File: config.mk
export PLATFORM = sky130hd
export DESIGN_NAME = vlcb_front
export DESIGN_NICKNAME = d
export VERILOG_FILES = /design/src/hw/rtl/vertex_light_color_blend_unit_assert.svh /design/src/hw/rtl/vlcb_pkg.sv /design/src/hw/rtl/vlcb_front.sv
export SDC_FILE = /design/constraint.sdc
export NUM_CORES = 1
export LEC_CHECK = 0
export BUFFER_PORTS_ARGS = -buffer_cell sky130_fd_sc_hd__buf_4
export CAP_MARGIN = 20
export CORE_AREA = 3 3 198 200
export DETAILED_ROUTE_END_ITERATION = 8
export DIE_AREA = 0 0 201 203
export PLACE_DENSITY = 0.48
export SLEW_MARGIN = 20
export SYNTH_ARGS = -nofsm -noshare
export SYNTH_HDL_FRONTEND = slang
export SYNTH_SLANG_ARGS = --single-unit
File: constraint.sdc
create_clock -name vclk -period 2.9
set_input_delay 0.145 -clock vclk [all_inputs]
set_output_delay 0.145 -clock vclk [all_outputs]
set_load 0.05 [all_outputs]
File: src/hw/rtl/vertex_light_color_blend_unit_assert.svh
// Assertion macros for the vertex light color blend unit
`ifndef VERTEX_LIGHT_COLOR_BLEND_UNIT_ASSERT_SVH
`define VERTEX_LIGHT_COLOR_BLEND_UNIT_ASSERT_SVH

// same-cycle implication, sampled on clk, off during reset
`define VLCB_ASSERT_IMPL(lbl, ante, cons) \
  lbl: assert property (@(posedge clk) disable iff (!rst_n) (ante) |-> (cons)) \
    else $error("vlcb: same-cycle check failed");

// next-cycle implication, sampled on clk, off during reset
`define VLCB_ASSERT_NEXT(lbl, ante, cons) \
  lbl: assert property (@(posedge clk) disable iff (!rst_n) (ante) |=> (cons)) \
    else $error("vlcb: next-cycle check failed");

`endif

File: src/hw/rtl/vlcb_pkg.sv
// Package: types, widths and codes of the vertex light color blend unit
package vlcb_pkg;

  localparam int FRAC_BITS = 12;
  localparam int CRD_W     = 24;
  localparam int OPD_W     = CRD_W + 1;
  localparam int PRD_W     = 2 * OPD_W;
  localparam int SUM_W     = PRD_W + 2;
  localparam int RAD_W     = 23;
  localparam int SQ_W      = 2 * RAD_W;
  localparam int ROOT_W    = RAD_W;
  localparam int QUO_W     = FRAC_BITS + 1;
  localparam int LF_W      = FRAC_BITS + 2;
  localparam int C_W       = FRAC_BITS + 1;
  localparam int COL_W     = 8;
  localparam int RGB_W     = 3 * COL_W;
  localparam int BL_W      = C_W + COL_W + 1;
  localparam int MODE_W    = 2;
  localparam int ADDR_W    = 5;
  localparam int DATA_W    = 32;
  localparam int QDEPTH    = 4;
  localparam int QPTR_W    = $clog2(QDEPTH);
  localparam int OB_DEPTH  = 2;
  localparam int OB_PTR_W  = $clog2(OB_DEPTH);

  localparam logic signed [LF_W-1:0] LF_ONE = LF_W'(1) << FRAC_BITS;
  localparam logic [C_W-1:0]         C_ONE  = C_W'(1) << FRAC_BITS;

  localparam logic [MODE_W-1:0] MODE_DIR = 2'd0;
  localparam logic [MODE_W-1:0] MODE_PT  = 2'd1;
  localparam logic [MODE_W-1:0] MODE_AMB = 2'd2;

  localparam logic signed [CRD_W-1:0] VZ_RST  = CRD_W'(1) << FRAC_BITS;
  localparam logic [RAD_W-1:0]        RAD_RST = RAD_W'(10) << FRAC_BITS;
  localparam logic [RGB_W-1:0]        SPEC_RST = 24'hFFFFFF;
  localparam logic [RGB_W-1:0]        DIFF_RST = 24'hC80000;
  localparam logic [RGB_W-1:0]        AMB_RST  = 24'h460000;

  typedef enum logic [1:0] {LC_DIR, LC_PT, LC_AMB} lcls_t;

  typedef enum logic [2:0] {
    REG_MODE, REG_VX, REG_VY, REG_VZ, REG_RAD, REG_SPEC, REG_DIFF, REG_AMB
  } reg_idx_t;

  typedef struct packed {
    logic signed [CRD_W-1:0] normal_x;
    logic signed [CRD_W-1:0] normal_y;
    logic signed [CRD_W-1:0] normal_z;
    logic signed [CRD_W-1:0] pos_x;
    logic signed [CRD_W-1:0] pos_y;
    logic signed [CRD_W-1:0] pos_z;
    logic                    last_in;
  } in_t;

  typedef struct packed {
    logic [COL_W-1:0] red;
    logic [COL_W-1:0] green;
    logic [COL_W-1:0] blue;
    logic             last_out;
  } out_t;

  typedef struct packed {
    logic [MODE_W-1:0]       mode;
    logic signed [CRD_W-1:0] vx;
    logic signed [CRD_W-1:0] vy;
    logic signed [CRD_W-1:0] vz;
    logic [RAD_W-1:0]        rad;
    logic [SQ_W-1:0]         r2;
    logic [RGB_W-1:0]        spec;
    logic [RGB_W-1:0]        diff;
    logic [RGB_W-1:0]        amb;
  } cfg_t;

  typedef struct packed {
    lcls_t                   cls;
    logic                    last;
    logic signed [OPD_W-1:0] a0;
    logic signed [OPD_W-1:0] a1;
    logic signed [OPD_W-1:0] a2;
    logic signed [OPD_W-1:0] b0;
    logic signed [OPD_W-1:0] b1;
    logic signed [OPD_W-1:0] b2;
  } op_t;

endpackage

File: src/hw/rtl/vlcb_front.sv
// Front end: classify a vertex by light mode and form multiplier operands
module vlcb_front import vlcb_pkg::*; (
  input  in_t  in_data,
  input  cfg_t cfg,
  output op_t  op
);

  logic signed [OPD_W-1:0] dx, dy, dz;

  assign dx = OPD_W'(in_data.pos_x) - OPD_W'(cfg.vx);
  assign dy = OPD_W'(in_data.pos_y) - OPD_W'(cfg.vy);
  assign dz = OPD_W'(in_data.pos_z) - OPD_W'(cfg.vz);

  always_comb begin
    op.last = in_data.last_in;
    unique case (cfg.mode)
      MODE_DIR: begin
        op.cls = LC_DIR;
        op.a0  = OPD_W'(in_data.normal_x);
        op.a1  = OPD_W'(in_data.normal_y);
        op.a2  = OPD_W'(in_data.normal_z);
        op.b0  = OPD_W'(cfg.vx);
        op.b1  = OPD_W'(cfg.vy);
        op.b2  = OPD_W'(cfg.vz);
      end
      MODE_PT: begin
        op.cls = LC_PT;
        op.a0  = dx;
        op.a1  = dy;
        op.a2  = dz;
        op.b0  = dx;
        op.b1  = dy;
        op.b2  = dz;
      end
      default: begin
        op.cls = LC_AMB;
        op.a0  = '0;
        op.a1  = '0;
        op.a2  = '0;
        op.b0  = '0;
        op.b1  = '0;
        op.b2  = '0;
      end
    endcase
  end

endmodule

==> out/metrics.cfg, run 1 <==
[outcome]
status=completed

[logic_synthesis]
synth.net_count=1360
synthCells=925
synth_seq_area_share_pct=0
yosysWarnings=0
synth.avg_cell_area_sq_um=6.27
synthDistinctLibCells=64
synth_area_sq_mm=0.00580

[die]
fp.dieW_microns=201
die_h_microns=203
num_rows=71
io_pins=513
die-area_sq_mm=0.0408
start_util_pct=15.4
core_area_sq_mm=0.0376

[worst_setup_path]
crit_path_end=op[66]
path_class=in -> out
critPathLaunchType=primary input
crit_arrival_ns=2.61
worstPathMaxFanout=4
cp.required_ns=2.76
cp-startpoint=cfg[196]
end_kind=primary output

[power_and_ir_drop]
vdd_drop_max_mv=0.154
powerDensity_mw_per_mm2=293
power.total_uw=2830
p_leak_uw=0.00539

[detailed_routing]
ant_nets=0
drtPass1Iterations=4
post_drt_wl_per_cell_microns=17.0
first_iter_violations=307
drc_errors=0
num_vias=7856
finalWirelength_microns=30700
via_per_inst=4.34

[sta]
period_needed_ns=2.75
slew_viol_final=0
rsz0062_at_grt=false
finalHoldViolCount=0
slew_headroom_pct=65.0
max_freq_mhz=363
setup_tns_ns=0
setup_viol_count_final=0
tightest_slew_ns=0.525
min_period_over_period_pct=95.0
worst_slack_ns=0.145

[finish]
seqCellArea_sq_um=0
final_layout_size_suffix_gt1_share_pct=36.3
fin_cells=1811
clkbuf_count=0
final_common_cell=buf_4
n_antenna_cell=0
area_growth_syn_to_layout_pct=66.6
nets=1737
final_cell_area_sq_mm=0.00966
flops_and_latches=0
final_cell_mix=buf_4, nand2_1, a21oi_1, inv_1, a21o_1

[placed_design]
gpl.final_weighted_congestion=0.843
place_area_sq_mm=0.00941
placedCellCount=1809
pre_cts_slack_ns=-0.209
portBuffers=370
dp_hpwl_microns=26600

[grt]
overflow=0
gr-usage-all-layers_pct=14.0
grt_max_degree=93
grt_pass1_wl_microns=45900
antenna_found_initial=0
grt_pass1_vias=8028

[worst_hold_path]
min_path_type=in -> out

[cts]
hold_buffers=0

[job]
maxCapViolCount=0

stage by stage:
step	hold WS (ns)	util (%)
2_1_floorplan	0.457	-
3_3_place_gp	0.290	25.0
3_5_place_dp	0.290	25.0
4_1_cts	0.290	25.2
5_1_grt	0.290	25.7
6_report	0.290	25.7
cells in the mapped netlist (all sizes together), types with 4 or more instances:
| master | count | area (sq um) |
|---|---|---|
| nand3 | 12 | 60.1 |
| o21a | 10 | 75.1 |
| nor2 | 58 | 218 |
| nand2b | 65 | 407 |
| o21ai | 45 | 233 |
| nor3 | 18 | 95.1 |
| nand3b | 5 | 37.5 |
| xor2 | 22 | 193 |
| o41ai | 4 | 50.1 |
| and3 | 13 | 81.3 |
| a31oi | 11 | 68.8 |
| and4 | 4 | 35.0 |
| a211oi | 5 | 47.5 |
| buf | 9 | 43.8 |
| clkbuf | 34 | 128 |
| nor2b | 5 | 31.3 |
| xnor2 | 20 | 175 |
| a22o | 16 | 140 |
| and2 | 5 | 31.3 |
| nand4 | 12 | 75.1 |
| mux2i | 13 | 130 |
| a21oi | 110 | 588 |
| ha | 72 | 901 |
| o21bai | 4 | 30.0 |
| a21boi | 4 | 30.0 |
| a21o | 86 | 646 |
| inv | 90 | 338 |
| nand2 | 131 | 492 |
critical path: stages:
cell       delay (ns)
buf_4            0.11
inv_1            0.08
ha_4             0.21
a2111oi_2        0.53
a211oi_4         0.09
o21ai_4          0.10
a21oi_4          0.11
a211oi_2         0.42
buf_4            0.19
xor2_1           0.13
nor2_1           0.10
a21o_1           0.20
buf_4            0.19
how the worst min path moves through the flow:
stage	from	endpoint	slack, ns	depth (start not counted)
3_3_place_gp	in_data[0]	op[150]	0.29	0
5_1_grt	in_data[0]	op[150]	0.29	0
2_1_floorplan	in_data[0]	op[150]	0.46	1
3_5_place_dp	in_data[0]	op[150]	0.29	0
4_1_cts	in_data[0]	op[150]	0.29	0
6_report	in_data[0]	op[150]	0.29	0
per-layer routing:
metal  global-route usage (%)  wire [microns]  up-vias
li1                         -               -     3995
met1                     17.1           13400     3593
met2                     25.7           14700      254
met3                     3.59            2250       14
met4                     1.30             338        0
met5                        0               0        -
where the power goes:
| group | switching, uW | leakage [uW] | internal, uW | total [uW] |
|---|---|---|---|---|
| clock network | 0 | 0 | 0 | 0 |
| logic | 1770 | 0.00539 | 1060 | 2830 |
| registers | 0 | 0 | 0 | 0 |
| total | 1770 | 0.00539 | 1060 | 2830 |
layout make-up:
class              instances  area, sq um
fillers                 4261        27900
multi-input cells        792         5500
repair buffers           418         3180
well taps                511          639
inverters                 90          340
cell families (layout without fill, tap and decap cells):
group | Yosys count | count (layout) | synth area share, %
adder cells (fa/ha/maj) | 75 | 75 | 16.6
AND/OR/NAND/NOR | 338 | 338 | 28.4
XOR/XNOR | 42 | 42 | 6.34
AO/OA/AOI/OAI | 324 | 324 | 37.7
multiplexers | 13 | 13 | 2.24
buffers and inverters | 133 | 508 | 8.78
timing repair:
item,in CTS,in global routing
buffers inserted,0,2
resized for setup,9,37
endpoints found under the setup margin,10,29
cloned,0,0
pin swaps,2,14
No activity file was read; power rests on OpenSTA's default activity.
==> run 2, diff against run 1 <==
--- a/config.mk
+++ b/config.mk
@@ -5,12 +5,13 @@
 export SDC_FILE = /design/constraint.sdc
 export NUM_CORES = 1
 export LEC_CHECK = 0
-export BUFFER_PORTS_ARGS = -buffer_cell sky130_fd_sc_hd__buf_4
+export ABC_AREA = 1
+export BUFFER_PORTS_ARGS = -buffer_cell sky130_fd_sc_hd__buf_2
 export CAP_MARGIN = 20
 export CORE_AREA = 3 3 198 200
 export DETAILED_ROUTE_END_ITERATION = 8
 export DIE_AREA = 0 0 201 203
-export PLACE_DENSITY = 0.48
+export PLACE_DENSITY = 0.51
 export SLEW_MARGIN = 20
 export SYNTH_ARGS = -nofsm -noshare
 export SYNTH_HDL_FRONTEND = slang
==> constraint.sdc (replaced) <==
create_clock -name vclk -period 2.6
set_input_delay 0.13 -clock vclk [all_inputs]
set_output_delay 0.13 -clock vclk [all_outputs]
set_load 0.05 [all_outputs]
==> run 2 against run 1 <==
Effect of this change:
- combinational power about the same
- global-route usage up 1.9 points
- highest routed layer is now met5
- largest cell class unchanged
- via count up 30%
- die area unchanged
- utilization up 0.24 points
- power up 0.76%
- largest power group unchanged
- wire length up 12%
==> out/metrics.cfg, run 2 <==
[sta]
whs_ns=0.260
worst_slack_ns=0.258
slew_headroom_pct=49.2
max_freq_mhz=427
rsz0062_at_grt=false
period_needed_ns=2.34
setup_viol_count_final=0
finalHoldViolCount=0
tightest_slew_ns=0.754
min_period_over_period_pct=90.1
setup_tns_ns=0
slew_viol_final=0

[logic_synthesis]
netlist_top_cells_count=nand2_1, inv_1, nand3_1, nor2_1, ha_1
synth.avg_cell_area_sq_um=4.68
synth.net_count=1975
synthDistinctLibCells=28
synth_top_cell_by_area=nand2_1
synth_area_leaders=nand2_1, inv_1, ha_1
yosys.area_share.simple_pct=58.6
yosysWarnings=0
synth_fa_ha_area_share_pct=13.3
synth_compound_area_share_pct=8.99
synth_top_family_by_area=simple AND/OR/NAND/NOR gates
synth_area_sq_mm=0.00721
synth_top_area_share_pct=36.1
synthXorXnorAreaFrac_pct=0
synth.most_common_cell=nand2_1
synth_seq_area_share_pct=0
synthCells=1540
muxShareOfSynthArea_pct=0

[detailed_routing]
drtPass1Iterations=5
post_drt_wl_per_cell_microns=14.3
num_vias=10200
finalWirelength_microns=34400
first_iter_violations=550
ant_nets=0
drc_errors=0
via_per_inst=4.25

[placed_design]
dp_hpwl_microns=30300
gpl.final_weighted_congestion=0.920
pre_cts_slack_ns=0.294
portBuffers=370

[finish]
filler_cell_count=4446
flops_and_latches=0
final_layout_size_suffix_gt1_share_pct=23.8
multi_input_area_sq_mm=0.00583
clkbuf_count=0
final_common_cell=nand2_1
final_cell_mix=nand2_1, buf_2, inv_1, nand3_1, nor2_1
seqCellArea_sq_um=0
area_growth_syn_to_layout_pct=35.2
nets=2326

[worst_setup_path]
path_class=in -> out
end_kind=primary output
worstPathMaxFanout=5
cp.required_ns=2.47
critPathLaunchType=primary input
crit_arrival_ns=2.21

[die]
fp.dieW_microns=201
io_pins=513
core_area_sq_mm=0.0376
num_rows=71
die-area_sq_mm=0.0408
die_h_microns=203
start_util_pct=19.2

[grt]
grt_most_used_layer=met2
antenna_found_initial=5
use_met3_pct=2.21
grt_pass1_wl_microns=53000
grt_max_degree=98
overflow=0
grt_pass1_vias=9790
grt_use_met2_pct=28.3
gr-usage-all-layers_pct=15.9
gr-usage-met1_pct=20.8

[power_and_ir_drop]
power.total_uw=2850
vdd_drop_max_mv=0.138
powerDensity_mw_per_mm2=293
p_leak_uw=0.00652

[worst_hold_path]
min_path_type=in -> out

[job]
maxCapViolCount=0

[outcome]
status=completed

[cts]
hold_buffers=0
cts_setup_buffers=0
cts-resized-gates=0

-- run 2: changes by cell type after synthesis, moves of 19 or more --
cell	change
nand2_1	+562
a21oi_1	-52
xnor2_1	-20
nand3_1	+78
nand2b_1	-65
xor2_1	-22
inv_1	+241
nand2_2	+26
nor2_1	+19
a21o_1	-86
clkbuf_1	-21
-- run 2: power by group --
group | internal [uW] | switching, uW | leakage (uW) | total, uW
combinational | 790 | 2060 | 0.00652 | 2850
sequential | 0 | 0 | 0 | 0
clock | 0.000154 | 0 | 0.0000000190 | 0.000154
total | 790 | 2060 | 0.00652 | 2850
-- run 2: logic make-up (layout without fill, tap and decap cells) --
family | count (synthesis) | after routing
simple gates | 980 | 980
buf+inv | 360 | 709
compound gates | 125 | 125
fa+ha+maj | 75 | 75
other cells | 0 | 3
-- run 2: path summary, 6_finish.rpt --
check	start	end	slack (ns)	cells after the start
max	in_data[49]	op[58]	0.26	13
min	in_data[0]	op[150]	0.26	0
-- run 2: per-stage QoR --
stage          instances  util [%]  area [sq um]
2_1_floorplan       1540         -          7210
3_3_place_gp        2400      25.9          9740
3_5_place_dp        2400      25.9          9740
4_1_cts             2400      25.9          9740
5_1_grt             2403      25.9          9750
6_report            2403      25.9          9750
-- run 2: per-layer routing --
metal  vias up  wire [microns]
li1       5376               -
met1      4445           15500
met2       347           16000
met3        39            2230
met4         4             688
met5         -              21
-- run 2: worst max-delay path, cell delays in order --
cell and delay (ns):
buf_2 0.08, inv_1 0.03, ha_1 0.21, fa_1 0.36, inv_1 0.14, nand2_1 0.06, nand2_1 0.07, nand3_1 0.08
nand2_2 0.16, or2_0 0.12, nand3_1 0.10, o21ai_0 0.27, buf_2 0.38
-- run 2: cell type report --
cell class         count  area share, %
repair buffers       374           20.6
diodes                 3         0.0770
well taps            511           6.56
multi-input cells   1180           59.8
inverters            335           12.9
