### src/hw/rtl/vertex_light_color_blend_unit_assert.svh
// Assertion macros for the vertex light color blend unit
`ifndef VERTEX_LIGHT_COLOR_BLEND_UNIT_ASSERT_SVH
`define VERTEX_LIGHT_COLOR_BLEND_UNIT_ASSERT_SVH

// same-cycle implication, sampled on clk, off during reset
`define VLCB_ASSERT_IMPL(lbl, ante, cons) \
  lbl: assert property (@(posedge clk) disable iff (!rst_n) (ante) |-> (cons)) \
    else $error("vlcb: same-cycle check failed");

// next-cycle implication, sampled on clk, off during reset
`define VLCB_ASSERT_NEXT(lbl, ante, cons) \
  lbl: assert property (@(posedge clk) disable iff (!rst_n) (ante) |=> (cons)) \
    else $error("vlcb: next-cycle check failed");

`endif

### src/hw/rtl/vlcb_pkg.sv
// Package: types, widths and codes of the vertex light color blend unit
package vlcb_pkg;

  localparam int FRAC_BITS = 12;
  localparam int CRD_W     = 24;
  localparam int OPD_W     = CRD_W + 1;
  localparam int PRD_W     = 2 * OPD_W;
  localparam int SUM_W     = PRD_W + 2;
  localparam int RAD_W     = 23;
  localparam int SQ_W      = 2 * RAD_W;
  localparam int ROOT_W    = RAD_W;
  localparam int QUO_W     = FRAC_BITS + 1;
  localparam int LF_W      = FRAC_BITS + 2;
  localparam int C_W       = FRAC_BITS + 1;
  localparam int COL_W     = 8;
  localparam int RGB_W     = 3 * COL_W;
  localparam int BL_W      = C_W + COL_W + 1;
  localparam int MODE_W    = 2;
  localparam int ADDR_W    = 5;
  localparam int DATA_W    = 32;
  localparam int QDEPTH    = 4;
  localparam int QPTR_W    = $clog2(QDEPTH);
  localparam int OB_DEPTH  = 2;
  localparam int OB_PTR_W  = $clog2(OB_DEPTH);

  localparam logic signed [LF_W-1:0] LF_ONE = LF_W'(1) << FRAC_BITS;
  localparam logic [C_W-1:0]         C_ONE  = C_W'(1) << FRAC_BITS;

  localparam logic [MODE_W-1:0] MODE_DIR = 2'd0;
  localparam logic [MODE_W-1:0] MODE_PT  = 2'd1;
  localparam logic [MODE_W-1:0] MODE_AMB = 2'd2;

  localparam logic signed [CRD_W-1:0] VZ_RST  = CRD_W'(1) << FRAC_BITS;
  localparam logic [RAD_W-1:0]        RAD_RST = RAD_W'(10) << FRAC_BITS;
  localparam logic [RGB_W-1:0]        SPEC_RST = 24'hFFFFFF;
  localparam logic [RGB_W-1:0]        DIFF_RST = 24'hC80000;
  localparam logic [RGB_W-1:0]        AMB_RST  = 24'h460000;

  typedef enum logic [1:0] {LC_DIR, LC_PT, LC_AMB} lcls_t;

  typedef enum logic [2:0] {
    REG_MODE, REG_VX, REG_VY, REG_VZ, REG_RAD, REG_SPEC, REG_DIFF, REG_AMB
  } reg_idx_t;

  typedef struct packed {
    logic signed [CRD_W-1:0] normal_x;
    logic signed [CRD_W-1:0] normal_y;
    logic signed [CRD_W-1:0] normal_z;
    logic signed [CRD_W-1:0] pos_x;
    logic signed [CRD_W-1:0] pos_y;
    logic signed [CRD_W-1:0] pos_z;
    logic                    last_in;
  } in_t;

  typedef struct packed {
    logic [COL_W-1:0] red;
    logic [COL_W-1:0] green;
    logic [COL_W-1:0] blue;
    logic             last_out;
  } out_t;

  typedef struct packed {
    logic [MODE_W-1:0]       mode;
    logic signed [CRD_W-1:0] vx;
    logic signed [CRD_W-1:0] vy;
    logic signed [CRD_W-1:0] vz;
    logic [RAD_W-1:0]        rad;
    logic [SQ_W-1:0]         r2;
    logic [RGB_W-1:0]        spec;
    logic [RGB_W-1:0]        diff;
    logic [RGB_W-1:0]        amb;
  } cfg_t;

  typedef struct packed {
    lcls_t                   cls;
    logic                    last;
    logic signed [OPD_W-1:0] a0;
    logic signed [OPD_W-1:0] a1;
    logic signed [OPD_W-1:0] a2;
    logic signed [OPD_W-1:0] b0;
    logic signed [OPD_W-1:0] b1;
    logic signed [OPD_W-1:0] b2;
  } op_t;

endpackage

### src/hw/rtl/vlcb_queue.sv
// Short queue between front end and back end
module vlcb_queue import vlcb_pkg::*; (
  input  logic clk,
  input  logic rst_n,
  input  logic wr_en,
  input  op_t  wr_data,
  input  logic rd_en,
  output op_t  rd_data,
  output logic q_full,
  output logic q_empty
);

  op_t               mem [QDEPTH];
  logic [QPTR_W-1:0] wp_r, rp_r;
  logic [QPTR_W:0]   cnt_r;

  assign q_full  = (cnt_r == (QPTR_W+1)'(QDEPTH));
  assign q_empty = (cnt_r == '0);
  assign rd_data = mem[rp_r];

  always_ff @(posedge clk) begin
    if (wr_en) begin
      mem[wp_r] <= wr_data;
    end
  end

  always_ff @(posedge clk) begin
    if (!rst_n) begin
      wp_r  <= '0;
      rp_r  <= '0;
      cnt_r <= '0;
    end else begin
      if (wr_en) wp_r <= wp_r + 1'b1;
      if (rd_en) rp_r <= rp_r + 1'b1;
      if (wr_en && !rd_en) cnt_r <= cnt_r + 1'b1;
      else if (rd_en && !wr_en) cnt_r <= cnt_r - 1'b1;
    end
  end

endmodule

### config.mk
export PLATFORM = sky130hd
export DESIGN_NAME = vlcb_queue
export DESIGN_NICKNAME = d
export VERILOG_FILES = /design/src/hw/rtl/vertex_light_color_blend_unit_assert.svh /design/src/hw/rtl/vlcb_pkg.sv /design/src/hw/rtl/vlcb_queue.sv
export SDC_FILE = /design/constraint.sdc
export NUM_CORES = 1
export LEC_CHECK = 0
export BUFFER_PORTS_ARGS = -buffer_cell sky130_fd_sc_hd__clkbuf_2
export CAP_MARGIN = 25
export CORE_MARGIN = 2
export CORE_UTILIZATION = 40
export CTS_CLUSTER_SIZE = 28
export DETAILED_ROUTE_END_ITERATION = 7
export GPL_TIMING_DRIVEN = 0
export PLACE_DENSITY = 0.67
export SLEW_MARGIN = 0
export SYNTH_ARGS = -nofsm -noshare
export SYNTH_HDL_FRONTEND = slang
export SYNTH_SLANG_ARGS = --single-unit
### constraint.sdc
create_clock -name clk -period 5.7 [get_ports clk]
set_input_delay 0.57 -clock clk [delete_from_list [all_inputs] [get_ports clk]]
set_output_delay 0.57 -clock clk [all_outputs]
set_load 0.05 [all_outputs]
==> Flow_metrics.wiki, run 1 <==
{| class="wikitable"
! Metric !! Value
|-
| Cts hold-fix bufs || 0
|-
| Via density || 5.01
|-
| Share of synthesized flip-flops with an asynchronous set or reset || 0%
|-
| Max Freq || 0.314 GHz
|-
| Number of register bits inferred by synthesis || 621
|-
| Slowest cell on the critical path || sky130_fd_sc_hd__buf_1
|-
| Post-route clock period utilization || 55.9%
|-
| Die span in y || ~240 um
|-
| Count of distinct cell types in the synthesized netlist || 21
|-
| DRC violation count after routing || 0
|-
| Sequential fraction of the synthesis area || 82.5%
|-
| Avg Inst Size Synth || 26.7 um2
|-
| Portion of synthesized cell area occupied by the leading cell type || 81.7%
|-
| Delay of the slowest cell on the worst path || 0.69 ns
|-
| Worst-case reg-to-reg path depth || 4
|-
| Clk Tree Root Cell || sky130_fd_sc_hd__clkbuf_16
|-
| Switching portion of total power || about a quarter
|-
| Clock Path Buffers || 3
|-
| Fillers || between 4000 and 5000
|-
| Type of the worst setup path || register to output pin
|-
| IR Drop Worst-Case VDD || 0.259 mV
|-
| Clock share of power || 36.0%
|-
| Pins over their slew limit || 0
|-
| Placed wire-length estimate after detailed placement || roughly 28000 um
|-
| Largest cells by area after synthesis || sky130_fd_sc_hd__edfxtp_1, sky130_fd_sc_hd__mux4_2, sky130_fd_sc_hd__dfxtp_1
|-
| Layout cell share with drive strength beyond 1 || 46.2%
|-
| Final wirelength || 43500 um
|-
| Top-level I/O count || 312
|-
| Area leader, netlist || sky130_fd_sc_hd__edfxtp_1
|-
| Antenna violations before repair || 6
|-
| Most frequent cell after synthesis || sky130_fd_sc_hd__edfxtp_1
|-
| Reg power frac || 49.7%
|-
| Kind of start point of the critical path || register
|-
| Min cycle time layout || 3.19 ns
|-
| CP Buf/Inv Count || 3
|-
| Biggest fanout along the worst timing path || 10
|-
| Number of max-cap violations || 0
|-
| Worst rel slew slack || a little over two fifths
|-
| Die Footprint || around 58000 um2
|-
| Hold crit path type || input port to register
|-
| Overflow after GRT || 0
|-
| Cells along the critical path || buf_2 -> buf_1 -> mux4_2 -> clkbuf_2
|-
| GRT Resource Usage Total || approximately 15%
|-
| Most frequent cells after synthesis || sky130_fd_sc_hd__edfxtp_1, sky130_fd_sc_hd__mux4_2, sky130_fd_sc_hd__buf_2
|-
| Number of logic stages on the critical path including buffering || 4
|-
| Data arrival at the endpoint of the critical path || 2.62 ns
|-
| Pwr Density || 391 nW/um2
|-
| Final Util || 49.2%
|-
| NumNets Final || 1390
|-
| Post-Syn Nets || 1005
|-
| Number of enable-type register cells in the synthesized netlist || 612
|-
| Run status || completed
|-
| Switching pwr || 2.73 mW
|-
| Number of detailed-route iterations in the first pass || 6
|-
| Met2 capacity usage during global routing || 24.3%
|-
| Final setup viols || 0
|-
| Source-to-sink clock delay at the later pin of the worst-skew pair || 0.62 ns
|-
| Final worst hold slack || between 0.15 and 0.2 ns
|-
| Routed wire per std cell || 21.5 um
|-
| Largest delay share family, worst path || buffers and inverters
|-
| Synth-to-layout area growth || 21.0%
|-
| CTS-repair resized insts || 0
|-
| Gr busiest metal || met2
|-
| Number of buffers added on ports || 311
|-
| Worst slew pin tran || 0.857 ns
|-
| Cells after Synth || 842
|-
| Number of cells in the finished layout apart from fillers || between 2000 and 2500
|-
| Hold Violations, Final || 0
|-
| Total placed cells including tap cells || 1913
|-
| Setup slack after placement || 3.06 ns
|-
| Die Wd || 241 um
|-
| Flip-flop cell with the highest count after synthesis || sky130_fd_sc_hd__edfxtp_1
|-
| GR Util met3 || 5.35%
|-
| Required arrival time at the worst endpoint || 5.13 ns
|-
| Post-route clock skew || 0.0201 ns
|-
| Effective utilization at floorplan || about 41%
|-
| Leakage power || 9.17 nW
|-
| First-pass GRT wire length || 64000 um
|-
| Critical Path End Type || output pin
|-
| Initial detailed-routing violation count || between 600 and 700
|-
| Row count || 86
|-
| CTS Buf Count || 60
|-
| Part of the power in combinational logic || 14.3%
|-
| Global placer's final weighted congestion || 0.687
|-
| Clk sinks || 621
|-
| Routed Antenna Nets || 0
|-
| Setup repair after global routing missed its margin || no
|-
| Clock tree from TritonCTS || yes
|-
| Mapped Area || 22500 um2
|-
| Standard cell core area || 55300 um2
|-
| Total via count after detailed routing || 10126
|-
| PnR Total Power || 10.6 mW
|-
| Met1 track demand over resource in global routing || a little under a fifth
|-
| Yosys warnings || 0
|-
| Hold Path Cell Cnt || 1
|-
| Internal Pwr Total || 7.92 mW
|-
| Pin count of the biggest net entering global routing || 56
|-
| CTS H-tree lvls || 2
|-
| Clock-pin transition on the worst setup and hold timing paths || approximately 0.06 ns
|-
| Via count of the first global-routing pass || 10676
|-
| Setup slack after layout || between 2 and 3 ns
|-
| Post-CTS repair timing setup buffer count || 0
|}
-- final timing paths --
path | start | to | slack, ns
max reg2reg | wp_r[0] | mem[3][101] | 3.59
min | wr_data[2] | mem[2][2] | 0.17
max | register | rd_data[143] | 2.51
min reg2reg | cnt_r[2] | cnt_r[2] | 0.52
-- sequential cells by signal, indices dropped and copies added, names as in the netlist, named ones only --
signal	cells
mem	612
cnt_r	3
rp_r	2
wp_r	2
-- cell usage in the layout, fill, tap and decap left out, types with 4 or more instances in the layout --
cell                        instances
sky130_fd_sc_hd__dfxtp_1            9
sky130_fd_sc_hd__and2_1             5
sky130_fd_sc_hd__ha_1               5
sky130_fd_sc_hd__mux4_2           153
sky130_fd_sc_hd__clkbuf_1          16
sky130_fd_sc_hd__edfxtp_1         612
sky130_fd_sc_hd__clkbuf_2         311
sky130_fd_sc_hd__buf_6              9
sky130_fd_sc_hd__clkinv_1          16
sky130_fd_sc_hd__clkinv_2           9
sky130_fd_sc_hd__buf_2             17
sky130_fd_sc_hd__clkbuf_16         61
sky130_fd_sc_hd__bufinv_16          6
sky130_fd_sc_hd__inv_1              4
sky130_fd_sc_hd__buf_16            10
sky130_fd_sc_hd__and2_4             4
-- kinds of logic (layout without fill, tap and decap cells) --
kind of cell / Yosys count / count (layout) / synth area share (%)
mux: 155 / 155 / 15.4
other cells: 0 / 1 / 0
flops: 621 / 621 / 82.5
xor+xnor: 5 / 5 / 0.195
buf+inv: 38 / 470 / 1.03
simple gates: 15 / 15 / 0.406
compound gates: 2 / 2 / 0.0556
fa+ha+maj: 6 / 6 / 0.367
-- metrics by stage --
step	setup TNS, ns	cell area, um2
after floorplan	0	22500
after global placement	-1282.67	25000
after detailed placement	0	25300
after CTS	0	27200
after global routing	0	27200
final	0	27200
-- cell type report --
class	count	area, um2	share of cell area (%)
tap	748	936	3.44
clock inverter	38	345	1.27
sequential	621	18600	68.2
clock buffer	71	1560	5.75
multi-input combinational	183	3710	13.6
buffer	34	216	0.795
antenna	1	2.50	0.00919
inverter	4	15.0	0.0552
timing repair buffer	323	1870	6.88
-- power by group through the flow --
stage	registers [mW]	clock network (mW)	logic, mW
4_1_cts	5.29	3.94	1.55
5_1_grt	5.31	4.11	1.60
3_5_place_dp	5.39	0	1.55
3_3_place_gp	5.44	0	1.50
2_1_floorplan	5.41	0	1.10
6_report	5.29	3.83	1.52
-- layer usage --
layer	part of all wire (%)	vias to the layer above
met5	0.15	-
met2	49	265
met4	1.9	10
met1	40	5347
met3	8.3	67
li1	-	4437
(Power assumes the default switching activity.)
==> run 2, diff against run 1 <==
Settings changed: PLACE_DENSITY 0.67 to 0.69.
Clock period 5.7 ns to 2.85 ns, I/O delays scaled along.
==> Flow_metrics.wiki, run 2 (same netlist as run 1, synthesis figures left out) <==
{| class="wikitable"
! Metric !! Value
|-
| Run status || completed
|-
| Fillers || 4349
|-
| Placed wire-length estimate after detailed placement || roughly 28000 um
|-
| Row count || 86
|-
| Synth-to-layout area growth || 27.2%
|-
| Antenna violations before repair || 6
|-
| Worst rel slew slack || around half
|-
| Worst hold endpoint || rp_r[0]
|-
| Reg area || approximately 19000 um2
|-
| Clock Path Buffers || 3
|-
| Setup repair after global routing missed its margin || no
|-
| Hold Violations, Final || 0
|-
| RR Endpoint || mem[3][69]
|-
| Switching pwr || 5.44 mW
|-
| Reg power frac || 50.5%
|-
| Post-route clock skew || about 0.017 ns
|-
| Type of the worst setup path || register to output pin
|-
| Hold Path Cell Cnt || 3
|-
| Total placed cells including tap cells || 1913
|-
| Initial detailed-routing violation count || 613
|-
| Placed inst area || 25300 um2
|-
| Commonest non-fill, non-tap cells in the layout || sky130_fd_sc_hd__edfxtp_1, sky130_fd_sc_hd__clkbuf_2, sky130_fd_sc_hd__dlygate4sd3_1
|-
| Internal Pwr Total || 15.5 mW
|-
| Standard cell core area || roughly 55000 um2
|-
| CTS Buf Count || 60
|-
| Die Wd || 241 um
|-
| Max Freq || 0.370 GHz
|-
| Overflow after GRT || 0
|-
| Critical Path End Type || output pin
|-
| Startpoint of the most critical register-to-register path || wp_r[0]
|-
| Pin count of the biggest net entering global routing || 54
|-
| Source-to-sink clock delay at the later pin of the worst-skew pair || approximately 0.60 ns
|-
| Pwr Density || 733 nW/um2
|-
| Delay of the slowest cell on the worst path || between 0.5 and 0.6 ns
|-
| Min cycle time layout || 2.71 ns
|-
| Top-level I/O count || 312
|-
| Largest delay share family, worst path || buffers and inverters
|-
| First-pass GRT wire length || 67300 um
|-
| Leading cell type in the layout, fill and taps excluded || sky130_fd_sc_hd__edfxtp_1
|-
| Clock share of power || 34.1%
|-
| Worst setup slack for register-to-register paths || 0.80 ns
|-
| Worst slew pin tran || 0.734 ns
|-
| Switching portion of total power || 26.0%
|-
| Post-route clock period utilization || 94.9%
|-
| DRC violation count after routing || 0
|-
| Clk Tree Root Cell || sky130_fd_sc_hd__clkbuf_16
|-
| Global placer's final weighted congestion || ~0.7
|-
| Effective utilization at floorplan || 40.7%
|-
| Worst-case reg-to-reg path depth || 4
|-
| Launch point of the worst hold path || rd_en
|-
| Leakage power || 9.75 nW
|-
| Clock-pin transition on the worst setup and hold timing paths || 0.06 ns
|-
| Die span in y || 241 um
|-
| Layout cell share with drive strength beyond 1 || 41.0%
|-
| Die Footprint || 58100 um2
|-
| Data arrival at the endpoint of the critical path || 2.42 ns
|-
| Clk sinks || 621
|-
| IR Drop Worst-Case VDD || around 0.67 mV
|-
| Top flop regs || mem x612, cnt_r x3
|-
| Area taken by multi-input logic gates || 3710 um2
|-
| Slowest cell on the critical path || sky130_fd_sc_hd__clkbuf_1
|-
| Biggest fanout along the worst timing path || 10
|-
| Hold crit path type || input port to register
|-
| CP Buf/Inv Count || 3
|-
| Required arrival time at the worst endpoint || about 2.6 ns
|-
| Kind of start point of the critical path || register
|-
| Via count of the first global-routing pass || about 12000
|-
| Final wirelength || 44900 um
|-
| CTS H-tree lvls || 2
|-
| Final setup viols || 0
|-
| Total via count after detailed routing || about 11000
|-
| Part of the power in combinational logic || 15.4%
|-
| Routed wire per std cell || 20.6 um
|-
| Number of max-cap violations || 0
|-
| Number of buffers added on ports || 311
|-
| Via density || ~4.9
|-
| Clock tree from TritonCTS || yes
|-
| Post-route standard cell area excluding fillers || approximately 29000 um2
|-
| GRT Resource Usage Total || between 10% and 20%
|-
| Routed Antenna Nets || 0
|-
| Max FFs per register || 612
|-
| Cells along the critical path || buf_4 -> clkbuf_1 -> mux4_2 -> clkbuf_2
|-
| Largest register by flop count || mem
|-
| Pins over their slew limit || 0
|-
| Number of cells in the finished layout apart from fillers || 2176
|-
| Number of detailed-route iterations in the first pass || 5
|-
| NumNets Final || about 1500
|}
-- run 2: cell types whose count changed in the layout (fill, tap and decap cells not counted), moves of 3 or more --
cell	change
sky130_fd_sc_hd__dlygate4sd3_1	+154
sky130_fd_sc_hd__clkbuf_1	+6
sky130_fd_sc_hd__bufinv_16	-5
sky130_fd_sc_hd__clkinv_1	-3
-- run 2: worst register-to-register path, cell delays in order (launching register included) --
cell and delay (ns):
sky130_fd_sc_hd__dfxtp_1 0.41, sky130_fd_sc_hd__ha_1 0.17, sky130_fd_sc_hd__and2_4 0.45, sky130_fd_sc_hd__buf_12 0.29, sky130_fd_sc_hd__buf_16 0.32
-- run 2: timing repair --
item	in CTS	in global routing
resized for setup	3	1
buffers inserted	0	0
hold buffers	154	0
endpoints found under the setup margin	96	1
endpoints found under the hold margin	621	0
-- run 2: final cells by class --
type | instances | area share, %
multi-input cells | 183 | 13.0
plain buffers | 34 | 0.787
diodes | 3 | 0.0262
clock buffers | 77 | 5.55
flip-flops and latches | 621 | 64.9
repair buffers | 477 | 11.9
inverters | 4 | 0.0525
well taps | 748 | 3.27
clock inverters | 29 | 0.599
-- run 2: worst max-delay path by stage --
stage / end / depth (start not counted)
floorplan: mem[1][0] / 2
global placement: mem[1][70] / 2
detailed placement: rd_data[131] / 5
CTS: rd_data[147] / 4
global route: rd_data[131] / 5
finish: rd_data[31] / 4
-- run 2: through the flow --
step                      hold WS, ns  setup TNS, ns  util [%]  total power [mW]  worst slack [ns]
after floorplan                 0.384              0         -              13.0           0.00851
after global placement          0.492        -498.46      45.2              13.8             -1.57
final                          0.0720              0      51.7              21.0             0.144
after detailed placement        0.503              0      45.7              13.9             0.438
after CTS                      0.0269              0      51.7              21.2           0.00611
after global routing           0.0615              0      51.7              21.7           0.00820
-- run 2: power by group through the flow --
stage	Combinational (mW)	Clock (mW)	Sequential [mW]
CTS	3.27	7.36	10.6
floorplan	2.21	0	10.8
global placement	3.00	0	10.8
detailed placement	3.08	0	10.8
finish	3.22	7.16	10.6
global route	3.40	7.68	10.6
-- run 2: routing by layer --
metal / track usage [%] / wire (um)
met5: 0 / 39
met3: 4.70 / 3390
met2: 26.1 / 22500
met4: 4.51 / 903
met1: 19.2 / 18100
