`src/hw/rtl/vertex_light_color_blend_unit_assert.svh`:
```
// Assertion macros for the vertex light color blend unit
`ifndef VERTEX_LIGHT_COLOR_BLEND_UNIT_ASSERT_SVH
`define VERTEX_LIGHT_COLOR_BLEND_UNIT_ASSERT_SVH

// same-cycle implication, sampled on clk, off during reset
`define VLCB_ASSERT_IMPL(lbl, ante, cons) \
  lbl: assert property (@(posedge clk) disable iff (!rst_n) (ante) |-> (cons)) \
    else $error("vlcb: same-cycle check failed");

// next-cycle implication, sampled on clk, off during reset
`define VLCB_ASSERT_NEXT(lbl, ante, cons) \
  lbl: assert property (@(posedge clk) disable iff (!rst_n) (ante) |=> (cons)) \
    else $error("vlcb: next-cycle check failed");

`endif

```
`src/hw/rtl/vlcb_pkg.sv`:
```
// Package: types, widths and codes of the vertex light color blend unit
package vlcb_pkg;

  localparam int FRAC_BITS = 12;
  localparam int CRD_W     = 24;
  localparam int OPD_W     = CRD_W + 1;
  localparam int PRD_W     = 2 * OPD_W;
  localparam int SUM_W     = PRD_W + 2;
  localparam int RAD_W     = 23;
  localparam int SQ_W      = 2 * RAD_W;
  localparam int ROOT_W    = RAD_W;
  localparam int QUO_W     = FRAC_BITS + 1;
  localparam int LF_W      = FRAC_BITS + 2;
  localparam int C_W       = FRAC_BITS + 1;
  localparam int COL_W     = 8;
  localparam int RGB_W     = 3 * COL_W;
  localparam int BL_W      = C_W + COL_W + 1;
  localparam int MODE_W    = 2;
  localparam int ADDR_W    = 5;
  localparam int DATA_W    = 32;
  localparam int QDEPTH    = 4;
  localparam int QPTR_W    = $clog2(QDEPTH);
  localparam int OB_DEPTH  = 2;
  localparam int OB_PTR_W  = $clog2(OB_DEPTH);

  localparam logic signed [LF_W-1:0] LF_ONE = LF_W'(1) << FRAC_BITS;
  localparam logic [C_W-1:0]         C_ONE  = C_W'(1) << FRAC_BITS;

  localparam logic [MODE_W-1:0] MODE_DIR = 2'd0;
  localparam logic [MODE_W-1:0] MODE_PT  = 2'd1;
  localparam logic [MODE_W-1:0] MODE_AMB = 2'd2;

  localparam logic signed [CRD_W-1:0] VZ_RST  = CRD_W'(1) << FRAC_BITS;
  localparam logic [RAD_W-1:0]        RAD_RST = RAD_W'(10) << FRAC_BITS;
  localparam logic [RGB_W-1:0]        SPEC_RST = 24'hFFFFFF;
  localparam logic [RGB_W-1:0]        DIFF_RST = 24'hC80000;
  localparam logic [RGB_W-1:0]        AMB_RST  = 24'h460000;

  typedef enum logic [1:0] {LC_DIR, LC_PT, LC_AMB} lcls_t;

  typedef enum logic [2:0] {
    REG_MODE, REG_VX, REG_VY, REG_VZ, REG_RAD, REG_SPEC, REG_DIFF, REG_AMB
  } reg_idx_t;

  typedef struct packed {
    logic signed [CRD_W-1:0] normal_x;
    logic signed [CRD_W-1:0] normal_y;
    logic signed [CRD_W-1:0] normal_z;
    logic signed [CRD_W-1:0] pos_x;
    logic signed [CRD_W-1:0] pos_y;
    logic signed [CRD_W-1:0] pos_z;
    logic                    last_in;
  } in_t;

  typedef struct packed {
    logic [COL_W-1:0] red;
    logic [COL_W-1:0] green;
    logic [COL_W-1:0] blue;
    logic             last_out;
  } out_t;

  typedef struct packed {
    logic [MODE_W-1:0]       mode;
    logic signed [CRD_W-1:0] vx;
    logic signed [CRD_W-1:0] vy;
    logic signed [CRD_W-1:0] vz;
    logic [RAD_W-1:0]        rad;
    logic [SQ_W-1:0]         r2;
    logic [RGB_W-1:0]        spec;
    logic [RGB_W-1:0]        diff;
    logic [RGB_W-1:0]        amb;
  } cfg_t;

  typedef struct packed {
    lcls_t                   cls;
    logic                    last;
    logic signed [OPD_W-1:0] a0;
    logic signed [OPD_W-1:0] a1;
    logic signed [OPD_W-1:0] a2;
    logic signed [OPD_W-1:0] b0;
    logic signed [OPD_W-1:0] b1;
    logic signed [OPD_W-1:0] b2;
  } op_t;

endpackage

```
`src/hw/rtl/vlcb_cfg.sv`:
```
// Configuration registers with APB-style access
module vlcb_cfg import vlcb_pkg::*; (
  input  logic              clk,
  input  logic              rst_n,
  input  logic              psel,
  input  logic              penable,
  input  logic              pwrite,
  input  logic [ADDR_W-1:0] paddr,
  input  logic [DATA_W-1:0] pwdata,
  output logic [DATA_W-1:0] prdata,
  output logic              pready,
  output cfg_t              cfg
);

  logic [MODE_W-1:0]       mode_r;
  logic signed [CRD_W-1:0] vx_r, vy_r, vz_r;
  logic [RAD_W-1:0]        rad_r;
  logic [SQ_W-1:0]         r2_r;
  logic [RGB_W-1:0]        spec_r, diff_r, amb_r;
  logic                    wr;
  reg_idx_t                idx;

  assign pready = 1'b1;
  assign wr     = psel && penable && pwrite;
  assign idx    = reg_idx_t'(paddr[ADDR_W-1:2]);

  always_ff @(posedge clk) begin
    if (!rst_n) begin
      mode_r <= MODE_DIR;
      vx_r   <= '0;
      vy_r   <= '0;
      vz_r   <= VZ_RST;
      rad_r  <= RAD_RST;
      spec_r <= SPEC_RST;
      diff_r <= DIFF_RST;
      amb_r  <= AMB_RST;
    end else if (wr) begin
      unique case (idx)
        REG_MODE: mode_r <= pwdata[MODE_W-1:0];
        REG_VX:   vx_r   <= pwdata[CRD_W-1:0];
        REG_VY:   vy_r   <= pwdata[CRD_W-1:0];
        REG_VZ:   vz_r   <= pwdata[CRD_W-1:0];
        REG_RAD:  rad_r  <= pwdata[RAD_W-1:0];
        REG_SPEC: spec_r <= pwdata[RGB_W-1:0];
        REG_DIFF: diff_r <= pwdata[RGB_W-1:0];
        REG_AMB:  amb_r  <= pwdata[RGB_W-1:0];
      endcase
    end
  end

  always_ff @(posedge clk) begin
    r2_r <= SQ_W'(rad_r) * SQ_W'(rad_r);
  end

  always_comb begin
    unique case (idx)
      REG_MODE: prdata = DATA_W'(mode_r);
      REG_VX:   prdata = DATA_W'(vx_r);
      REG_VY:   prdata = DATA_W'(vy_r);
      REG_VZ:   prdata = DATA_W'(vz_r);
      REG_RAD:  prdata = DATA_W'(rad_r);
      REG_SPEC: prdata = DATA_W'(spec_r);
      REG_DIFF: prdata = DATA_W'(diff_r);
      REG_AMB:  prdata = DATA_W'(amb_r);
    endcase
  end

  assign cfg = '{mode: mode_r, vx: vx_r, vy: vy_r, vz: vz_r, rad: rad_r, r2: r2_r,
                 spec: spec_r, diff: diff_r, amb: amb_r};

endmodule

```
`config.mk`:
```
export PLATFORM = sky130hd
export DESIGN_NAME = vlcb_cfg
export DESIGN_NICKNAME = d
export VERILOG_FILES = /design/src/hw/rtl/vertex_light_color_blend_unit_assert.svh /design/src/hw/rtl/vlcb_pkg.sv /design/src/hw/rtl/vlcb_cfg.sv
export SDC_FILE = /design/constraint.sdc
export NUM_CORES = 1
export LEC_CHECK = 0
export ABC_CLOCK_PERIOD_IN_PS = 7700
export BUFFER_PORTS_ARGS = -buffer_cell sky130_fd_sc_hd__buf_2
export CORE_MARGIN = 4
export CORE_UTILIZATION = 60
export DETAILED_ROUTE_END_ITERATION = 8
export PLACE_DENSITY = 0.85
export SLEW_MARGIN = 20
export SYNTH_ARGS = -nofsm -noshare
export SYNTH_HDL_FRONTEND = slang
export SYNTH_SLANG_ARGS = --single-unit
```
`constraint.sdc`:
```
create_clock -name clk -period 7.7 [get_ports clk]
set_input_delay 1.54 -clock clk [delete_from_list [all_inputs] [get_ports clk]]
set_output_delay 1.54 -clock clk [all_outputs]
set_load 0.02 [all_outputs]
```
==> metrics.txt, run 1 <==
run status=finished, final reports clean; endpoint type of the worst setup path=register; remaining max-slew budget at the tightest pin=21.7%; largest stage delay on the critical path=850 ps; slowest stage cell on the critical path=dfxtp_1; PD cells=94.0 nW/um2; gpl congestion=0.968; buffers inserted during post-CTS setup optimization=0; ratio of cells with drive above 1 in the final layout=14.1%; Seq cells post-synth=214; footprint of the multi-input gates=16900 um2; cell at the root of the clock tree=clkbuf_16; die height=207 um; DRT iter0 DRCs=1686; maximum buffer depth of the clock tree=3; largest net degree at the start of global routing=117; overall fraction of global-route tracks in use=31.6%; effective utilization at floorplan=61.0%; Synthesis Warnings=0; Max Cap Violations=0; cell accounting for the most synthesized area=fa_1; number of cells on the worst reg-to-reg path=22; Skew-Pair Late Insertion Delay=560 ps; capture point of the worst reg-to-reg path=r2_r[44]; count of flip-flops with a built-in enable after synthesis=0; kind of launch point of the worst setup path=register; Die Wd=207 um; final worst path period share=95.0%; area added between synthesis and finish=10.9%; max-slew violation total from the final report=0; number of optimization iterations in the first detailed-route pass=6; placeable core area=38800 um2; Post-CTS Hold Buffers=0; DP Wirelength=53.2 mm; post-detailed-route wirelength per cell=19.8 um; data arrival time of the critical path=7740 ps; hold_ws=479 ps; worst hold path stage count=2; clock-pin slew reported for the worst setup and hold paths after clock tree synthesis=60 ps; most repeated cell in the gate-level netlist after synthesis=nand2_1; grt total ovfl=0; RSZ-0062 raised after global routing=no; highest clock rate=0.137 GHz; final setup fails=0; area fraction of the dominant cell type after synthesis=32.6%; Worst Setup Path Type=register to register; maximum vdd ir drop=0.000172 V; skew final=19.6 ps; clock sink count=214; final-report hold violation count=0; cell repeated most along the worst path=fa_1; Synth Area per Inst=8.82 um2; worst hold path class=register to register; hold-critical path endpoint=amb_r[3]; ordered list of cells on the worst path=buf_4, nand2_1, inv_1, fa_1, fa_1, inv_1, fa_1, inv_1, fa_1, fa_1, fa_1, fa_1, ha_1, nand2_1, nor2_1, nand3_1, nor3_1, buf_4, o21ai_1, nand2_1, a211oi_2, o311a_1; global-route wire length before repair=107 mm; clock tree from TritonCTS=built; commonest cells in the synthesized netlist=nand2_1 (509), inv_1 (507), fa_1 (385), dfxtp_1 (214), ha_1 (172); post-synthesis cell count=2682; input/output buffers=277; Worst Path Required=8130 ps; r2r setup slk=390 ps; sum of negative setup slack=0 ps; startpoint of the lowest-slack hold path=amb_r[3]; Die ar.=42700 um2; leakage power=13.5 nW; Top-Level Pins=290; Worst-Margin Slew=1170 ps; total via count after detailed routing=19800; Synth area leaders=fa_1 (33%), dfxtp_1 (18%), ha_1 (9.1%), nand2_1 (8.1%), inv_1 (8.0%); synthesized netlist net count=3281; post-route ant nets=0; Total Power=0.00247 W; post-route non-filler standard cell count=3426; CP Max Fanout=15; storage element area=4280 um2; count of filler cells inserted in the layout=2898; count of cells resized by post-cts repair=0; post-synth design cell area=23700 um2; worst reg2reg path startpoint=rad_r[4]; CTS H-tree depth=1; row cnt=72; via count of the first global-routing pass=20800; DRT Wirelength=67.7 mm; cell count after placement=3384; vias per cell=5.77; share of synthesized flip-flops with an asynchronous set or reset=0%; number of antenna violations at the first check in global routing=1; Unique masters post-synth=64; Remaining DRCs=0; proportion of synthesized chip area in sequential cells=18.1%; time the worst path needs with I/O delays and setup=7310 ps; Main synth FF type=dfxtp_1; nets=3490; CTS buffer count=23
-- flip-flops by register name, indices dropped and copies added (netlist names) --
signal	flops
amb_r	24
diff_r	24
mode_r	2
r2_r	45
rad_r	23
spec_r	24
vx_r	24
vy_r	24
vz_r	24
-- layer usage --
| metal | GRT usage (%) | up-vias | share of wire, % |
|---|---|---|---|
| met4 | 15.5 | 2 | 5.7 |
| met3 | 7.92 | 292 | 10 |
| met5 | 0 | - | 0.025 |
| met1 | 38.9 | 9654 | 36 |
| met2 | 52.2 | 1129 | 48 |
| li1 | - | 8679 | - |
-- final cells by class --
cell class | count | area share [%]
multi-input cells | 1814 | 64.4
clock inverters | 9 | 0.267
well taps | 518 | 2.47
clock buffers | 32 | 2.51
inverters | 510 | 7.29
flip-flops and latches | 214 | 16.3
diodes | 1 | 0.00953
repair buffers | 328 | 6.78
-- cells in the final DEF (no fill, tap or decap), types with 23 or more instances in the layout --
cell type  count
fa_1         385
dfxtp_1      214
nor2_1        81
buf_4         51
inv_1        507
a21oi_1       76
ha_1         172
nand2_1      508
clkbuf_16     23
buf_2        276
nand3_1       57
a21boi_0     131
o21ai_0       35
xnor2_1       32
and2_1       111
-- worst max path at each step --
stage,startpoint,endpoint,depth (start not counted)
5_1_grt,rad_r[4],r2_r[44],22
4_1_cts,rad_r[11],r2_r[34],22
3_3_place_gp,rad_r[11],r2_r[34],22
6_report,rad_r[4],r2_r[44],22
3_5_place_dp,rad_r[2],r2_r[44],22
2_1_floorplan,rad_r[9],r2_r[41],25
-- cells by family after synthesis --
family | count (synthesis) | share of synthesized area, %
fa+ha+maj | 557 | 41.7
buf+inv | 654 | 10.6
simple gates | 807 | 14.8
mux | 44 | 2.69
flops | 214 | 18.1
other cells | 2 | 0.0317
xor+xnor | 49 | 1.81
compound gates | 355 | 10.3
-- stage by stage --
step | area (um2) | util [%] | worst slack [ps]
finish | 26200 | 67.6 | 388
global route | 26200 | 67.6 | 88.7
CTS | 26200 | 67.6 | 475
detailed placement | 25500 | 65.7 | 489
global placement | 25500 | 65.7 | 569
floorplan | 23700 | - | 1120
-- where the power goes --
group | internal [W] | leakage, nW | switching [W]
clock | 0.000603 | 0.362 | 0.000493
combinational | 0.0000806 | 11.4 | 0.000159
sequential | 0.00112 | 1.73 | 0.0000114
total | 0.00180 | 13.5 | 0.000663
-- worst max-delay path: cells and delay by family (launching register included) --
family / cells / cell delay [ps]
AO/OA/AOI/OAI: 3 / 640
adder cells (fa/ha/maj): 8 / 3820
buffers and inverters: 5 / 740
flip-flops: 1 / 850
AND/OR/NAND/NOR: 6 / 1140
(Power assumes the default switching activity.)
==> run 2, diff against run 1 <==
BUFFER_PORTS_ARGS = -buffer_cell sky130_fd_sc_hd__buf_4   (was -buffer_cell sky130_fd_sc_hd__buf_2)
==> run 2 against run 1 <==
- combinational power up 7%
- sequential share of layout area down 0.48 points
- non-clock buffer count down 4
- global-route usage up 0.31 points
- first-iteration DRC count down 5.5%
- total power up 7.2%
==> metrics.txt, run 2 (synthesis gave the netlist of run 1 again) <==
run status=finished, final reports clean; kind of launch point of the worst setup path=register; Post-CTS Hold Buffers=0; worst setup slack after layout=440 ps; clock tree from TritonCTS=built; PD cells=97.8 nW/um2; final-report hold violation count=0; hold_ws=475 ps; post-route ant nets=0; grt total ovfl=0; worst hold path stage count=2; gpl congestion=0.924; overall fraction of global-route tracks in use=31.9%; area added between synthesis and finish=14.3%; via count of the first global-routing pass=20800; maximum vdd ir drop=0.000155 V; Post-Place Worst Slack=517 ps; clock-pin slew reported for the worst setup and hold paths after clock tree synthesis=60 ps; Worst Setup Path Type=register to register; endpoint type of the worst setup path=register; buffers inserted during post-CTS setup optimization=0; number of optimization iterations in the first detailed-route pass=8; DRT iter0 DRCs=1593; CTS H-tree depth=1; CP Max Fanout=15; Worst-Margin Slew=1230 ps; Largest register FFs=45; post-detailed-route wirelength per cell=20.0 um; worst reg2reg path startpoint=rad_r[2]; register name with the most flops=r2_r; slowest stage cell on the critical path=dfxtp_1; Skew-Pair Late Insertion Delay=560 ps; total via count after detailed routing=19700; final cell utilization of the core=69.7%; ordered list of cells on the worst path=and2_1, fa_1, fa_1, inv_1, fa_1, inv_1, fa_1, fa_1, fa_1, fa_1, ha_1, nand4_1, nor2b_1, nand3_1, o32ai_1, buf_4, nor2_1, o21bai_1, a21boi_1, xnor2_1; count of cells resized by post-cts repair=0; highest clock rate=0.138 GHz; time the worst path needs with I/O delays and setup=7260 ps; number of cells on the worst reg-to-reg path=20; DP Wirelength=53.7 mm; RSZ-0062 raised after global routing=no; final worst path period share=94.3%; nets=3488; cell at the root of the clock tree=clkbuf_16; hold-critical path endpoint=amb_r[12]; global-route wire length before repair=108 mm; worst hold path class=register to register; clock sink count=214; CTS buffer count=25; remaining max-slew budget at the tightest pin=17.6%; DRT Wirelength=68.4 mm; vias per cell=5.76; count of filler cells inserted in the layout=2785; most frequent standard cell in the layout excluding fill and tap cells=nand2_1; largest stage delay on the critical path=900 ps; number of antenna violations at the first check in global routing=0; placeable core area=38800 um2; effective utilization at floorplan=61.0%; die height=207 um; data arrival time of the critical path=7710 ps; maximum buffer depth of the clock tree=3; Die ar.=42700 um2; ratio of cells with drive above 1 in the final layout=14.1%; diodes inserted=0; cell repeated most along the worst path=fa_1; largest net degree at the start of global routing=146; input/output buffers=277; Top-Level Pins=290; Max Cap Violations=0; sum of negative setup slack=0 ps; leakage power=13.6 nW; Die Wd=207 um; Worst Path Required=8150 ps; startpoint of the lowest-slack hold path=amb_r[12]; leading cell types in the layout, fill and taps excluded=nand2_1 (508), inv_1 (507), fa_1 (385), buf_4 (321), dfxtp_1 (214); final setup fails=0; max-slew violation total from the final report=0; footprint of the multi-input gates=16900 um2; skew final=16.6 ps; storage element area=4280 um2; Remaining DRCs=0; capture point of the worst reg-to-reg path=r2_r[34]; row cnt=72; r2r setup slk=440 ps
[run 2: layout make-up]
type / count / share of cell area [%]
Timing Repair Buffer: 324 / 9.04
Sequential cell: 214 / 15.8
Multi-Input combinational cell: 1814 / 62.4
Clock inverter: 10 / 0.490
Clock buffer: 36 / 2.72
Tap cell: 518 / 2.40
Inverter: 510 / 7.08
[run 2: power by group]
group	internal, W	total (W)	switching, W
Combinational	0.0000960	0.000256	0.000160
Sequential	0.00112	0.00113	0.0000116
Clock	0.000740	0.00126	0.000517
[run 2: per-layer routing]
metal	share of wire, %	track usage, %	wire length [um]	vias to the layer above
met3	11	7.73	7220	252
li1	-	-	-	8676
met1	36	39.4	24300	9698
met4	5.0	13.6	3420	0
met5	0	0	0	-
met2	49	53.8	33400	1103
[run 2: critical path, delay by kind of cell (launching register included)]
family | cells | cell delay, ps
buffers and inverters | 3 | 350
adder cells (fa/ha/maj) | 8 | 3930
XOR/XNOR | 1 | 130
AND/OR/NAND/NOR | 5 | 910
flip-flops | 1 | 900
AO/OA/AOI/OAI | 3 | 910
[run 2: through the flow]
| step | std cells | total power [W] | area [um2] |
|---|---|---|---|
| final | 3426 | 0.00264 | 27000 |
| after global routing | 3426 | 0.00271 | 27000 |
| after CTS | 3426 | 0.00265 | 27000 |
| after detailed placement | 3380 | 0.00141 | 26200 |
| after global placement | 3378 | 0.00140 | 26100 |
| after floorplan | 2682 | 0.00130 | 23700 |
[run 2: how the worst max path moves through the flow]
stage	startpoint	cells after the start	slack, ps	end
after floorplan	rad_r[9]	25	1120	r2_r[41]
after global routing	rad_r[2]	24	210	r2_r[44]
final	rad_r[2]	20	440	r2_r[34]
after detailed placement	rad_r[7]	21	520	r2_r[34]
after CTS	rad_r[7]	21	520	r2_r[34]
after global placement	rad_r[6]	24	590	r2_r[34]
==> run 3, diff against run 2 <==
ABC_AREA = 1   (was default)
ABC_CLOCK_PERIOD_IN_PS = default   (was 7700)
==> run 3 against run 2 <==
- final cell count up 12%
- combinational power up 21%
- critical path type unchanged
- utilization up 0.060 points
- sequential power about the same
- critical path depth up 4
- total power up 2.1%
==> metrics.txt, run 3 <==
diodes inserted=0; worst hold path class=register to register; highest clock rate=0.150 GHz; clock tree from TritonCTS=built; Top-Level Pins=290; endpoint type of the worst setup path=register; post-synth design cell area=23900 um2; remaining max-slew budget at the tightest pin=29.8%; placeable core area=39000 um2; Unique masters post-synth=35; final setup fails=0; area added between synthesis and finish=13.9%; Main synth FF type=dfxtp_1; number of optimization iterations in the first detailed-route pass=6; sum of negative setup slack=0 ps; Die ar.=43000 um2; fraction of power consumed by combinational cells=11.5%; proportion of synthesized chip area in sequential cells=17.9%; run status=finished, final reports clean; Remaining DRCs=0; Die Wd=207 um; grt total ovfl=0; sequential power share=42.5%; Largest register FFs=45; CTS buffer count=24; Worst-Margin Slew=1050 ps; post-synthesis cell count=3101; maximum buffer depth of the clock tree=3; cell accounting for the most synthesized area=fa_1; register name with the most flops=r2_r; clock-pin slew reported for the worst setup and hold paths after clock tree synthesis=60 ps; Worst Setup Path Type=register to register; area fraction of the dominant cell type after synthesis=32.3%; Post-CTS Hold Buffers=0; clock power share=46.0%; leakage power=16.0 nW; final cell utilization of the core=69.7%; commonest cells in the synthesized netlist=inv_1 (759), nand2_1 (698), fa_1 (385), nor2_1 (318), dfxtp_1 (214); clock sink count=214; DRT iter0 DRCs=1715; CP Max Fanout=18; kind of launch point of the worst setup path=register; input/output buffers=277; data arrival time of the critical path=7110 ps; final worst path period share=86.5%; via count of the first global-routing pass=22500; effective utilization at floorplan=61.2%; count of flip-flops with a built-in enable after synthesis=0; PD cells=99.3 nW/um2; total via count after detailed routing=21100; most frequent standard cell in the layout excluding fill and tap cells=inv_1; Synth Area per Inst=7.70 um2; slowest stage cell on the critical path=dfxtp_1; Synthesis Warnings=0; ratio of cells with drive above 1 in the final layout=11.2%; ordered list of cells on the worst path=buf_4, nand2_1, fa_1, inv_1, fa_1, fa_1, ha_1, inv_1, fa_1, inv_1, fa_1, inv_1, fa_1, inv_1, ha_1, nand2_1, nor2_1, nand3_1, nand3_1, nand2_1, nand2_1, nand2_1, nand3_1, nand2_1; time the worst path needs with I/O delays and setup=6660 ps; post-route ant nets=0; buffers inserted during post-CTS setup optimization=0; most repeated cell in the gate-level netlist after synthesis=inv_1; DP Wirelength=55.7 mm; global-route wire length before repair=114 mm; Synth area leaders=fa_1 (32%), dfxtp_1 (18%), inv_1 (12%), nand2_1 (11%), ha_1 (9.0%); largest net degree at the start of global routing=96; max-slew violation total from the final report=0; RSZ-0062 raised after global routing=no; gpl congestion=0.950; Skew-Pair Late Insertion Delay=580 ps; vias per cell=5.48; Max Cap Violations=0; synthesized netlist net count=3700; die height=207 um; internal portion of total power=0.00196 W; final-report hold violation count=0; row cnt=72; CTS H-tree depth=1; cell at the root of the clock tree=clkbuf_16; Seq cells post-synth=214; count of filler cells inserted in the layout=3070; switching power of the nets=0.000743 W; post-detailed-route wirelength per cell=18.3 um; count of cells resized by post-cts repair=0; overall fraction of global-route tracks in use=32.7%; share of synthesized flip-flops with an asynchronous set or reset=0%; switching power share of the total=27.5%; nets=3917; number of antenna violations at the first check in global routing=0; skew final=32.3 ps; DRT Wirelength=70.4 mm; Worst Path Required=8150 ps; maximum vdd ir drop=0.000172 V; leading cell types in the layout, fill and taps excluded=inv_1 (759), nand2_1 (698), fa_1 (385), nor2_1 (318), buf_4 (310); largest stage delay on the critical path=1010 ps
==> run 3: final timing paths <==
path | slack, ps | cells after the start | start | endpoint
worst min-delay path | 480 | 2 | vx_r[0] | vx_r[0]
worst min register to register | 480 | 2 | vx_r[0] | vx_r[0]
worst max register to register | 1040 | 24 | rad_r[2] | r2_r[37]
worst max-delay path | 1040 | 24 | rad_r[2] | r2_r[37]
==> run 3: layer usage <==
metal	wire length, um	vias up	GRT usage, %
met5	0	-	0
met4	4560	0	18.4
met3	5890	312	4.82
met2	34300	1107	56.2
met1	25600	10200	39.6
li1	-	9560	-
==> run 3: final cells by class <==
class	count	area [um2]	area share [%]
Clock buffer	31	667	2.45
Clock inverter	13	180	0.663
Inverter	769	2890	10.6
Multi-Input combinational cell	1998	16200	59.5
Sequential cell	214	4290	15.8
Tap cell	518	648	2.38
Timing Repair Buffer	311	2340	8.61
==> run 3: critical path, delay by kind of cell (launching register included) <==
family | cells | cell delay [ps]
and+or+nand+nor | 10 | 1270
DFF | 1 | 1010
adders and majority gates | 8 | 3580
buffers and inverters | 6 | 650
==> run 3: stage by stage <==
step	cell area [um2]	hold WS [ps]	setup slack [ps]	total power [W]	instances
after floorplan	23900	490	1780	0.00134	3101
after global placement	26300	456	1210	0.00147	3809
after detailed placement	26300	463	1070	0.00148	3809
after CTS	27200	474	1050	0.00270	3853
after global routing	27200	492	727	0.00277	3854
final	27200	480	1040	0.00270	3854
==> run 3: kinds of logic after synthesis <==
| group | synth area share (%) |
|---|---|
| flops | 17.9 |
| fa+ha+maj | 41.3 |
| xor+xnor | 1.43 |
| other cells | 0.0315 |
| simple gates | 18.7 |
| compound gates | 6.36 |
| buf+inv | 14.3 |
==> run 3: power groups by stage <==
stage               registers, W  logic (W)  clock network (W)
finish                   0.00115   0.000311            0.00124
CTS                      0.00115   0.000308            0.00124
global placement         0.00117   0.000298                  0
detailed placement       0.00117   0.000305                  0
global route             0.00115   0.000338            0.00128
floorplan                0.00119   0.000153                  0
